--- src/rtl/core/lpt_pkg.sv ---
// Shared types and constants for the linear-probe get-or-add table.
// Used by lpt_front, lpt_back and linear_probe_get_or_add_table.
package lpt_pkg;

  localparam int ID_W        = 32;
  localparam int SLOT_W      = 6;
  localparam int ORD_W       = 7;
  localparam int QUEUE_DEPTH = 2;

  typedef enum logic [0:0] {
    OP_LOOKUP = 1'b0,
    OP_CLEAR  = 1'b1
  } op_t;

  typedef enum logic [1:0] {
    STS_FOUND   = 2'd0,
    STS_ADDED   = 2'd1,
    STS_FULL    = 2'd2,
    STS_CLEARED = 2'd3
  } status_t;

  typedef struct packed {
    logic              action;
    logic [ID_W-1:0]   function_id;
  } in_item_t;

  typedef struct packed {
    status_t           status;
    logic [SLOT_W-1:0] slot;
    logic [ORD_W-1:0]  ordinal;
    logic              load_high;
  } out_item_t;

  typedef struct packed {
    op_t               op;
    logic [ID_W-1:0]   function_id;
  } cmd_t;

endpackage

--- src/rtl/core/lpt_front.sv ---
// Front end: accepts input items, decodes the action and queues commands.
// Depends on lpt_pkg.
module lpt_front (
  input  logic              clk,
  input  logic              rst_n,
  input  logic              in_valid,
  output logic              in_stall,
  input  lpt_pkg::in_item_t in_item,
  output logic              cmd_valid,
  output lpt_pkg::cmd_t     cmd,
  input  logic              cmd_pop
);

  localparam int QD = lpt_pkg::QUEUE_DEPTH;
  localparam int PW = $clog2(QD);
  localparam int CW = $clog2(QD + 1);

  lpt_pkg::cmd_t q_r [QD];
  logic [PW-1:0] wr_ptr_r, wr_ptr_nxt;
  logic [PW-1:0] rd_ptr_r, rd_ptr_nxt;
  logic [CW-1:0] cnt_r, cnt_nxt;
  logic          push;
  lpt_pkg::cmd_t push_cmd;

  assign in_stall  = (cnt_r == CW'(QD));
  assign cmd_valid = (cnt_r != '0);
  assign cmd       = q_r[rd_ptr_r];
  assign push      = in_valid && !in_stall;

  always_comb begin
    push_cmd.op          = in_item.action ? lpt_pkg::OP_CLEAR : lpt_pkg::OP_LOOKUP;
    push_cmd.function_id = in_item.function_id;
    wr_ptr_nxt = push ? wr_ptr_r + 1'b1 : wr_ptr_r;
    rd_ptr_nxt = cmd_pop ? rd_ptr_r + 1'b1 : rd_ptr_r;
    cnt_nxt    = cnt_r;
    if (push && !cmd_pop) begin
      cnt_nxt = cnt_r + 1'b1;
    end else if (!push && cmd_pop) begin
      cnt_nxt = cnt_r - 1'b1;
    end
  end

  always_ff @(posedge clk) begin
    if (push) begin
      q_r[wr_ptr_r] <= push_cmd;
    end
  end

  always_ff @(posedge clk) begin
    if (!rst_n) begin
      wr_ptr_r <= '0;
      rd_ptr_r <= '0;
      cnt_r    <= '0;
    end else begin
      wr_ptr_r <= wr_ptr_nxt;
      rd_ptr_r <= rd_ptr_nxt;
      cnt_r    <= cnt_nxt;
    end
  end

endmodule

--- src/rtl/core/lpt_back.sv ---
// Back end: slot memory, probe sequencer, clearing pass and result register.
// Depends on lpt_pkg.
module lpt_back #(
  parameter int SLOTS    = 64,
  parameter int KEY_BITS = 32
) (
  input  logic               clk,
  input  logic               rst_n,
  input  logic               cmd_valid,
  input  lpt_pkg::cmd_t      cmd,
  output logic               cmd_pop,
  output logic               out_valid,
  input  logic               out_stall,
  output lpt_pkg::out_item_t out_item
);

  localparam int SW       = $clog2(SLOTS);
  localparam int OW       = lpt_pkg::ORD_W;
  localparam int EW       = 1 + OW + KEY_BITS;
  localparam int FILL_LIM = ((SLOTS - 1) * 3 + 3) / 4;

  typedef enum logic [2:0] {
    ST_IDLE  = 3'b001,
    ST_PROBE = 3'b010,
    ST_WIPE  = 3'b100
  } state_t;

  logic [EW-1:0]       mem_r [SLOTS];
  logic [EW-1:0]       rd_data_r;

  state_t              state_r, state_nxt;
  logic [SW-1:0]       probe_r, probe_nxt;
  logic [SW-1:0]       cnt_r, cnt_nxt;
  logic [SW-1:0]       wipe_r, wipe_nxt;
  logic                clr_rsp_r, clr_rsp_nxt;
  logic [OW-1:0]       fill_r, fill_nxt;
  logic [KEY_BITS-1:0] key_r, key_nxt;
  logic                out_valid_r, out_valid_nxt;
  lpt_pkg::out_item_t  out_item_r;

  logic [KEY_BITS-1:0] key_cmd;
  logic [SW-1:0]       home;
  logic                rd_vld;
  logic [OW-1:0]       rd_ord;
  logic [KEY_BITS-1:0] rd_key;
  logic [OW-1:0]       fill_inc;
  logic                out_free;
  logic                fin;
  lpt_pkg::out_item_t  res;
  logic                we;
  logic [SW-1:0]       wa;
  logic [EW-1:0]       wd;

  assign key_cmd   = KEY_BITS'(cmd.function_id);
  assign home      = SW'(key_cmd);
  assign rd_vld    = rd_data_r[EW-1];
  assign rd_ord    = rd_data_r[KEY_BITS +: OW];
  assign rd_key    = rd_data_r[KEY_BITS-1:0];
  assign fill_inc  = fill_r + 1'b1;
  assign out_free  = !out_valid_r || !out_stall;
  assign out_valid = out_valid_r;
  assign out_item  = out_item_r;

  always_comb begin
    state_nxt   = state_r;
    probe_nxt   = probe_r;
    cnt_nxt     = cnt_r;
    wipe_nxt    = wipe_r;
    clr_rsp_nxt = clr_rsp_r;
    fill_nxt    = fill_r;
    key_nxt     = key_r;
    cmd_pop     = 1'b0;
    fin         = 1'b0;
    we          = 1'b0;
    wa          = probe_r;
    wd          = {1'b1, fill_inc, key_r};
    res.status  = lpt_pkg::STS_FOUND;
    res.slot    = lpt_pkg::SLOT_W'(probe_r);
    res.ordinal = '0;
    case (state_r)
      ST_IDLE: begin
        if (cmd_valid) begin
          cmd_pop = 1'b1;
          if (cmd.op == lpt_pkg::OP_CLEAR) begin
            wipe_nxt    = '0;
            clr_rsp_nxt = 1'b1;
            state_nxt   = ST_WIPE;
          end else begin
            key_nxt   = key_cmd;
            probe_nxt = home;
            cnt_nxt   = '0;
            state_nxt = ST_PROBE;
          end
        end
      end
      ST_PROBE: begin
        if (!rd_vld) begin
          if (out_free) begin
            we          = 1'b1;
            fill_nxt    = fill_inc;
            fin         = 1'b1;
            res.status  = lpt_pkg::STS_ADDED;
            res.ordinal = fill_inc;
            state_nxt   = ST_IDLE;
          end
        end else if (rd_key == key_r) begin
          if (out_free) begin
            fin         = 1'b1;
            res.status  = lpt_pkg::STS_FOUND;
            res.ordinal = rd_ord;
            state_nxt   = ST_IDLE;
          end
        end else if (cnt_r == SW'(SLOTS - 1)) begin
          if (out_free) begin
            fin        = 1'b1;
            res.status = lpt_pkg::STS_FULL;
            res.slot   = '0;
            state_nxt  = ST_IDLE;
          end
        end else begin
          probe_nxt = probe_r + 1'b1;
          cnt_nxt   = cnt_r + 1'b1;
        end
      end
      ST_WIPE: begin
        we = 1'b1;
        wa = wipe_r;
        wd = '0;
        if (wipe_r == SW'(SLOTS - 1)) begin
          if (!clr_rsp_r) begin
            state_nxt = ST_IDLE;
          end else if (out_free) begin
            fin         = 1'b1;
            fill_nxt    = '0;
            clr_rsp_nxt = 1'b0;
            res.status  = lpt_pkg::STS_CLEARED;
            res.slot    = '0;
            state_nxt   = ST_IDLE;
          end
        end else begin
          wipe_nxt = wipe_r + 1'b1;
        end
      end
      default: begin
        state_nxt = ST_IDLE;
      end
    endcase
    res.load_high = (32'(fill_nxt) >= 32'(FILL_LIM));
    if (fin) begin
      out_valid_nxt = 1'b1;
    end else begin
      out_valid_nxt = out_valid_r && out_stall;
    end
  end

  always_ff @(posedge clk) begin
    if (we) begin
      mem_r[wa] <= wd;
    end
    rd_data_r <= mem_r[probe_nxt];
  end

  always_ff @(posedge clk) begin
    if (fin) begin
      out_item_r <= res;
    end
    key_r <= key_nxt;
  end

  always_ff @(posedge clk) begin
    if (!rst_n) begin
      state_r     <= ST_WIPE;
      probe_r     <= '0;
      cnt_r       <= '0;
      wipe_r      <= '0;
      clr_rsp_r   <= 1'b0;
      fill_r      <= '0;
      out_valid_r <= 1'b0;
    end else begin
      state_r     <= state_nxt;
      probe_r     <= probe_nxt;
      cnt_r       <= cnt_nxt;
      wipe_r      <= wipe_nxt;
      clr_rsp_r   <= clr_rsp_nxt;
      fill_r      <= fill_nxt;
      out_valid_r <= out_valid_nxt;
    end
  end

endmodule

--- src/rtl/core/linear_probe_get_or_add_table.sv ---
// Top level of the linear-probe get-or-add table.
// Depends on lpt_pkg, lpt_front and lpt_back.
//
// Usage:
// - Input channel in_valid/in_stall/in_item carries an action (get-or-add of
//   function_id, or clear) into a two-entry command queue; in_stall is high
//   only while the queue is full.
// - Result channel out_valid/out_stall/out_item gives one item per input
//   item, in order, from an output register.
// - A lookup probes slots in turn from its home slot, at most SLOTS of them,
//   through the single-read slot memory. A clear writes one memory entry
//   per cycle.
// - After reset a clearing pass runs over the slot memory; input items are
//   queued meanwhile but not processed.
// - While out_stall holds a waiting result, the back end holds its finished
//   item in place and the queue keeps accepting until it fills.
module linear_probe_get_or_add_table #(
  parameter int SLOTS    = 64,
  parameter int KEY_BITS = 32
) (
  input  logic               clk,
  input  logic               rst_n,
  input  logic               in_valid,
  output logic               in_stall,
  input  lpt_pkg::in_item_t  in_item,
  output logic               out_valid,
  input  logic               out_stall,
  output lpt_pkg::out_item_t out_item
);

  logic          cmd_valid;
  lpt_pkg::cmd_t cmd;
  logic          cmd_pop;

  lpt_front u_front (
    .clk       (clk),
    .rst_n     (rst_n),
    .in_valid  (in_valid),
    .in_stall  (in_stall),
    .in_item   (in_item),
    .cmd_valid (cmd_valid),
    .cmd       (cmd),
    .cmd_pop   (cmd_pop)
  );

  lpt_back #(
    .SLOTS    (SLOTS),
    .KEY_BITS (KEY_BITS)
  ) u_back (
    .clk       (clk),
    .rst_n     (rst_n),
    .cmd_valid (cmd_valid),
    .cmd       (cmd),
    .cmd_pop   (cmd_pop),
    .out_valid (out_valid),
    .out_stall (out_stall),
    .out_item  (out_item)
  );

endmodule

--- config.mk ---
export PLATFORM = sky130hd
export DESIGN_NAME = linear_probe_get_or_add_table
export DESIGN_NICKNAME = d
export VERILOG_FILES = /design/src/rtl/core/lpt_pkg.sv /design/src/rtl/core/lpt_front.sv /design/src/rtl/core/lpt_back.sv /design/src/rtl/core/linear_probe_get_or_add_table.sv
export SDC_FILE = /design/constraint.sdc
export NUM_CORES = 2
export LEC_CHECK = 0
export BUFFER_PORTS_ARGS = -buffer_cell sky130_fd_sc_hd__buf_4
export CELL_PAD_IN_SITES_DETAIL_PLACEMENT = 0
export CELL_PAD_IN_SITES_GLOBAL_PLACEMENT = 1
export CORE_UTILIZATION = 40
export DETAILED_ROUTE_END_ITERATION = 8
export PLACE_DENSITY = 0.65
export RECOVER_POWER = 100
export SETUP_SLACK_MARGIN = 0.05
export SYNTH_ARGS = -nofsm -noshare
export SYNTH_HDL_FRONTEND = slang
export SYNTH_SLANG_ARGS = --single-unit
--- constraint.sdc ---
create_clock -name clk -period 5.43 [get_ports clk]
set_clock_uncertainty 0.2 [all_clocks]
set_input_delay 0.8145 -clock clk [delete_from_list [all_inputs] [get_ports clk]]
set_output_delay 0.8145 -clock clk [all_outputs]
set_load 0.02 [all_outputs]
# Word level (Yosys, flattened, before mapping)

Memory sizes are Yosys's and may differ from the RTL's. A register that Yosys moved wholly into a read port is not among the register bits.
Index checks and enable logic that the tools add are counted.

Flip-flop bits (word level): 82
Bits in writable memories: 2,626
Input port bits: 37
Output and inout port bits: 18
Logic and storage cells: 137
Memories kept: 2

Memory list:

| memory       | depth | bits a word | read ports | clocked after memory_dff | wr ports | RTL line        | text |
|---|---|---|---|---|---|---|---|
| u_back.mem_r | 64    | 40          | 1          | 1                        | 1        | lpt_back.sv:28  | `logic [EW-1:0] mem_r [SLOTS];` |
| u_front.q_r  | 2     | 33          | 1          | 1                        | 1        | lpt_front.sv:18 | `lpt_pkg::cmd_t q_r [QD];` |

Add/sub/neg operators: 8
$lt $le $gt $ge: 1
Equal/unequal tests: 16
Multiplexer cells: 75
Bitwise logic cells: 1
Reductions and logical operators: 19

Operators with widths:

| kind                                                 | count |
|---|---|
| two-way mux 6 bit                                    | 16 |
| two-way mux 7 bit                                    | 9 |
| two-way mux 40 bit                                   | 1 |
| two-way mux 8 bit                                    | 5 |
| case mux 6 bit (2 select lines)                      | 3 |
| equality test 32 bit                                 | 1 |
| two-way mux 3 bit                                    | 8 |
| two-way mux 1 bit                                    | 23 |
| adder 6 x 1 -> 6 bit (second input constant)         | 3 |
| case mux 8 bit (2 select lines)                      | 1 |
| case mux 7 bit (2 select lines)                      | 1 |
| equality test 6 bit (second input constant)          | 2 |
| != test 2 bit (second input constant)                | 6 |
| case mux 3 bit (3 select lines)                      | 1 |
| two-way mux 2 bit                                    | 4 |
| AND reduction 4 bit                                  | 2 |
| nonzero test 2 bit                                   | 4 |
| adder 7 x 1 -> 7 bit (second input constant)         | 1 |
| >= comparator 7 x 6 -> 1 bit (second input constant) | 1 |
| case mux 1 bit (2 select lines)                      | 3 |
| AND reduction 3 bit                                  | 2 |
| AND reduction 6 bit                                  | 1 |
| logical NOT 1 bit                                    | 5 |
| logical AND 1 bit                                    | 4 |
| other kinds (11)                                     | 13 |

# Logic depth before layout (Yosys ltp)

Word-level depth: 8
Mapped depth: 16
Mapped depth without buffers: 11

# Hierarchy

A second synthesis with hierarchy kept.

Cells, all modules: 7,093
Area, all modules: 107,241.6 sq um

By module, submodules not included:

| module    | times used | cells an instance | area each (sq um) | sequential area each (sq um) |
|---|---|---|---|---|
| lpt_back  | 1          | 6,965             | 104,622.8         | 79,716.5 |
| lpt_front | 1          | 128               | 2,618.8           | 2,082.0 |

# Least setup slack after synthesis

No wires, ideal clock.

Path kind: input -> register
Start point: input port out_stall
End point: memory u_back.mem_r[20][0] (netlist name) (enable)
Setup time: 0.438 ns
Arrival: 3.586 ns
Required time: 4.792 ns
Path slack: 1.207 ns
Stages on the path: 8
Path buffers: 1
Cell sequence: nand2_1 inv_1 clkbuf_1 nor2_1 nand2_1 nand2_1 nand3_1 nor2_1

Longest elaborated chain between the ends: 7

RTL lines:

| element                                 | RTL line                            | text |
|---|---|---|
| start: declaration                      | linear_probe_get_or_add_table.sv:27 | `input logic out_stall,` |
| logical NOT 1 bit                       | lpt_back.sv:60                      | `assign out_free = !out_valid_r \|\| !out_stall;` |
| logical OR 1 bit                        | lpt_back.sv:60                      |  |
| two-way mux 1 bit                       | lpt_back.sv:98                      | `if (out_free) begin` |
| two-way mux 1 bit                       | lpt_back.sv:97                      | `if (!rd_vld) begin` |
| case mux 1 bit (2 select lines)         | lpt_back.sv:80                      | `case (state_r)` |
| two-way mux 1 bit                       | lpt_back.sv:157                     | `if (we) begin` |
| two-way mux 1 bit (implied by the code) | lpt_back.sv:158                     | `mem_r[wa] <= wd;` |
| end: declaration                        | lpt_back.sv:28                      |  |

No other way between the ends.

# Final worst setup path

Start point: register u_back.rd_data_r[21], read port of u_back.mem_r
End point: register u_back.rd_data_r[30], read port of u_back.mem_r

Longest elaborated chain between the ends: 4

RTL lines:

| element                         | RTL line        | text |
|---|---|---|
| start: declaration              | lpt_back.sv:29  | `logic [EW-1:0] rd_data_r;` |
| equality test 32 bit            | lpt_back.sv:106 | `end else if (rd_key == key_r) begin` |
| two-way mux 6 bit               | lpt_back.sv:106 |  |
| two-way mux 6 bit               | lpt_back.sv:97  |  |
| case mux 6 bit (2 select lines) | lpt_back.sv:80  |  |

No other way between the ends.
A chain may end at the register's enable or synchronous reset.

==> results.py <==
metrics = {
    "outcome": {
        "status": "complete, but fails checks",
        "violations": "capacitance limit, slew limit, setup timing",
    },
    "cts": {
        "clk_path_buf_depth": 4,
        "cts_buffers": 300,
        "cts-root-buf": "clkbuf_16",
        "cts_sinks": 2749,
        "cts.clk_slew.worst_paths_ns": 0.06,
        "cts_max_level": 5,
        "cts_tree": "built",
        "worstSkewPairLatency_ns": 0.95,
    },
    "floorplan": {
        "fp.dieH_um": 516,
        "start_util_pct": 40.3,
        "core-area_um2": 263000,
        "rows": 188,
        "die_w_um": 516,
        "io_pins": 55,
        "design.die.area_um2": 267000,
    },
    "sta": {
        "drv_slew": 2942,
        "period_minus_slack_ns": 5.48,
        "period_share_pct": 101,
        "setup_slack_ns": -0.0481,
        "hold_viol_final": 0,
        "tns_ns": -0.0481,
        "maxClockFrequency_mhz": 183,
        "slew_headroom_pct": -164,
        "final-setup-viol-count": 1,
        "worst_pin_slew_ns": 3.96,
    },
    "synth": {
        "ys_warn_count": 0,
        "synth_cells": 7086,
        "synth_top_area_share_pct": 75.9,
        "ys_ff_latch": 2749,
        "synth_area_leaders": "edfxtp_1, nand2_1, a21oi_1",
        "ys_seq_area_share_pct": 77.3,
        "synth-main-ff-cell": "edfxtp_1",
        "synth_edf_count": 2674,
        "synth_top_area_cell": "edfxtp_1",
        "syn-cell-area_um2": 106000,
        "async_flop_share_pct": 0,
        "synth.distinct_cells": 65,
        "synth_nets": 7130,
        "syn_avg_cell_area_um2": 14.9,
    },
    "worst_setup_path": {
        "worstPathArrival_ns": 6.14,
        "crit_path_end_kind": "flip-flop",
        "cp-start-kind": "flip-flop",
        "cp.required_ns": 6.09,
        "critPathMaxFanout": 36,
        "crit_type": "flip-flop to flip-flop",
    },
    "global_routing": {
        "grt_pass1_wl_mm": 457,
        "grt_usage_pct": 23.9,
        "grt_remaining_overflow": 0,
        "antenna_found_initial": 19,
        "grt_pass1_vias": 62316,
        "grt_max_degree": 98,
    },
    "final_layout": {
        "final_cells": 11127,
        "num-fill-cells": 22748,
        "syn2layout_area_growth_pct": 15.2,
        "layout.nets": 7388,
        "drive_gt1_share_pct": 12.0,
    },
    "placement": {
        "hpwlAfterDp_mm": 180,
        "port_buffers": 54,
        "dp.cells": 10523,
        "gp_congestion": 0.881,
    },
    "detailed_routing": {
        "wl_per_cell_um": 29.0,
        "drt_wl_total_mm": 323,
        "remaining_drc_errors": 0,
        "initialDrtViolationCount": 7571,
        "drt-pass1-iter-count": 6,
        "vias": 65283,
        "via_per_inst": 5.87,
        "ant_nets": 0,
    },
    "power_and_ir_drop": {
        "fin_total_pwr_mw": 45.4,
        "p_leak_nw": 42.2,
        "power_density_nw_per_um2": 373,
        "peakVddDrop_mv": 0.376,
    },
    "hold_path": {
        "min_path_type": "primary input to flip-flop",
    },
    "flow_run": {
        "maxCapViolations": 79,
    },
}
-- layout by cell type, fill, tap and decap left out, types with 11 or more instances in the layout --
| cell type | netlist | routed |
|---|---|---|
| edfxtp_1 | 2674 | 2674 |
| nand2_1 | 1345 | 1336 |
| a21oi_1 | 977 | 978 |
| a22oi_1 | 325 | 325 |
| clkbuf_16 | 0 | 307 |
| o22ai_1 | 157 | 157 |
| buf_4 | 18 | 154 |
| clkbuf_1 | 252 | 138 |
| nor2_1 | 163 | 112 |
| nand3_1 | 104 | 104 |
| buf_12 | 0 | 98 |
| mux4_2 | 81 | 81 |
| a221oi_1 | 81 | 81 |
| a32oi_1 | 80 | 80 |
| a31oi_1 | 80 | 80 |
| a221o_1 | 79 | 78 |
| dfxtp_1 | 75 | 75 |
| diode_2 | 0 | 64 |
| clkbuf_2 | 0 | 60 |
| clkinv_1 | 1 | 57 |
| clkinv_2 | 0 | 46 |
| mux2i_1 | 44 | 44 |
| xor2_1 | 41 | 41 |
| and3_1 | 42 | 41 |
| nor4_1 | 50 | 34 |
| dlygate4sd3_1 | 0 | 34 |
| nor2_4 | 0 | 33 |
| mux2_1 | 0 | 29 |
| and2_0 | 0 | 28 |
| clkbuf_4 | 0 | 19 |
| nor2_2 | 0 | 18 |
| nor4_2 | 0 | 16 |
| o21ai_0 | 12 | 12 |
| bufinv_16 | 0 | 12 |
| and2_1 | 46 | 11 |
-- metrics by stage --
stage                     util [%]  hold slack, ns  instance area (um2)  setup slack [ns]
after floorplan                  -           0.267               106000              1.21
after global placement        43.2           0.291               114000            0.0859
after detailed placement      43.2           0.294               114000             0.193
after CTS                     46.7           0.155               123000             0.199
after global routing          46.4           0.153               122000            -0.158
final                         46.4           0.160               122000           -0.0481
-- cell families after synthesis --
family | count (synthesis) | share of synthesized area (%)
buf+inv | 493 | 2.01
simple gates | 1802 | 6.99
flops | 2749 | 77.3
compound gates | 1831 | 10.8
xor+xnor | 46 | 0.381
fa+ha+maj | 7 | 0.0827
mux | 158 | 2.49
-- Yosys cell counts, types with 42 or more instances --
| cell | number |
|---|---|
| edfxtp_1 | 2674 |
| nand2_1 | 1345 |
| a21oi_1 | 977 |
| a22oi_1 | 325 |
| clkbuf_1 | 252 |
| nor2_1 | 163 |
| o22ai_1 | 157 |
| buf_2 | 144 |
| nand3_1 | 104 |
| a221oi_1 | 81 |
| mux4_2 | 81 |
| a31oi_1 | 80 |
| a32oi_1 | 80 |
| a221o_1 | 79 |
| dfxtp_1 | 75 |
| buf_1 | 66 |
| nor4_1 | 50 |
| and2_1 | 46 |
| mux2i_1 | 44 |
| and3_1 | 42 |
-- flip-flops by register name (all words and copies together), names as in the netlist, 3 cells and up, named ones only --
register and flops:
u_back.cnt_r 6, u_back.fill_r 7, u_back.key_r 32, u_back.mem_r 2560, u_back.out_item 16, u_back.probe_r 6, u_back.rd_data_r 40, u_back.state_r 3
u_back.wipe_r 6, u_front.q_r 66
-- layout make-up --
class                      count  area (um2)  share of cell area (%)
tap                         3515        4400                    3.61
antenna                       64         160                   0.131
sequential                  2749       81800                    67.1
clock buffer                 386        8050                    6.60
timing repair buffer         439        4200                    3.45
clock inverter               120         855                   0.701
multi-input combinational   3844       22400                    18.4
inverter                      10        38.8                  0.0318
-- critical path, cell delays in order, from the launching register on --
cell and delay (ns):
dfxtp_1 0.64, xor2_1 0.15, nor4_1 0.43, buf_4 0.20, and4_1 0.31, a21oi_1 0.30, a221oi_4 0.40, buf_12 0.20
buf_4 0.51, mux4_2 0.34, nand2_1 0.05, a31oi_1 1.30, and3_1 0.33
-- final timing paths --
| path | from | endpoint | slack (ns) | cells past startpoint |
|---|---|---|---|---|
| worst max-delay path | u_back.rd_data_r[21] | u_back.rd_data_r[30] | -0.05 | 12 |
| worst min register to register | u_front.rd_ptr_r | u_front.rd_ptr_r | 0.31 | 2 |
| worst min-delay path | in_valid | u_front.wr_ptr_r | 0.16 | 4 |
| worst max register to register | u_back.rd_data_r[21] | u_back.rd_data_r[30] | -0.05 | 12 |
-- repair_timing --
action	in CTS	in global routing
buffers inserted	0	0
endpoints found under the setup margin	0	2
resized for setup	0	1
endpoints found under the hold margin	71	0
hold buffers	34	0
-- power breakdown --
group / internal, mW / switching, mW / total (mW)
clock: 11.0 / 7.97 / 18.9
sequential: 23.9 / 0.240 / 24.1
combinational: 0.577 / 1.82 / 2.39
-- layer usage --
| metal | share of wire [%] | vias to the layer above | wire, um | GRT usage [%] |
|---|---|---|---|---|
| met5 | 0 | - | 0 | 0 |
| met4 | 3.5 | 0 | 11200 | 8.47 |
| met3 | 8.1 | 483 | 26300 | 3.92 |
| met2 | 46 | 2844 | 148000 | 37.1 |
| met1 | 42 | 34015 | 137000 | 34.0 |
| li1 | - | 27941 | - | - |
(Power assumes the default switching activity.)
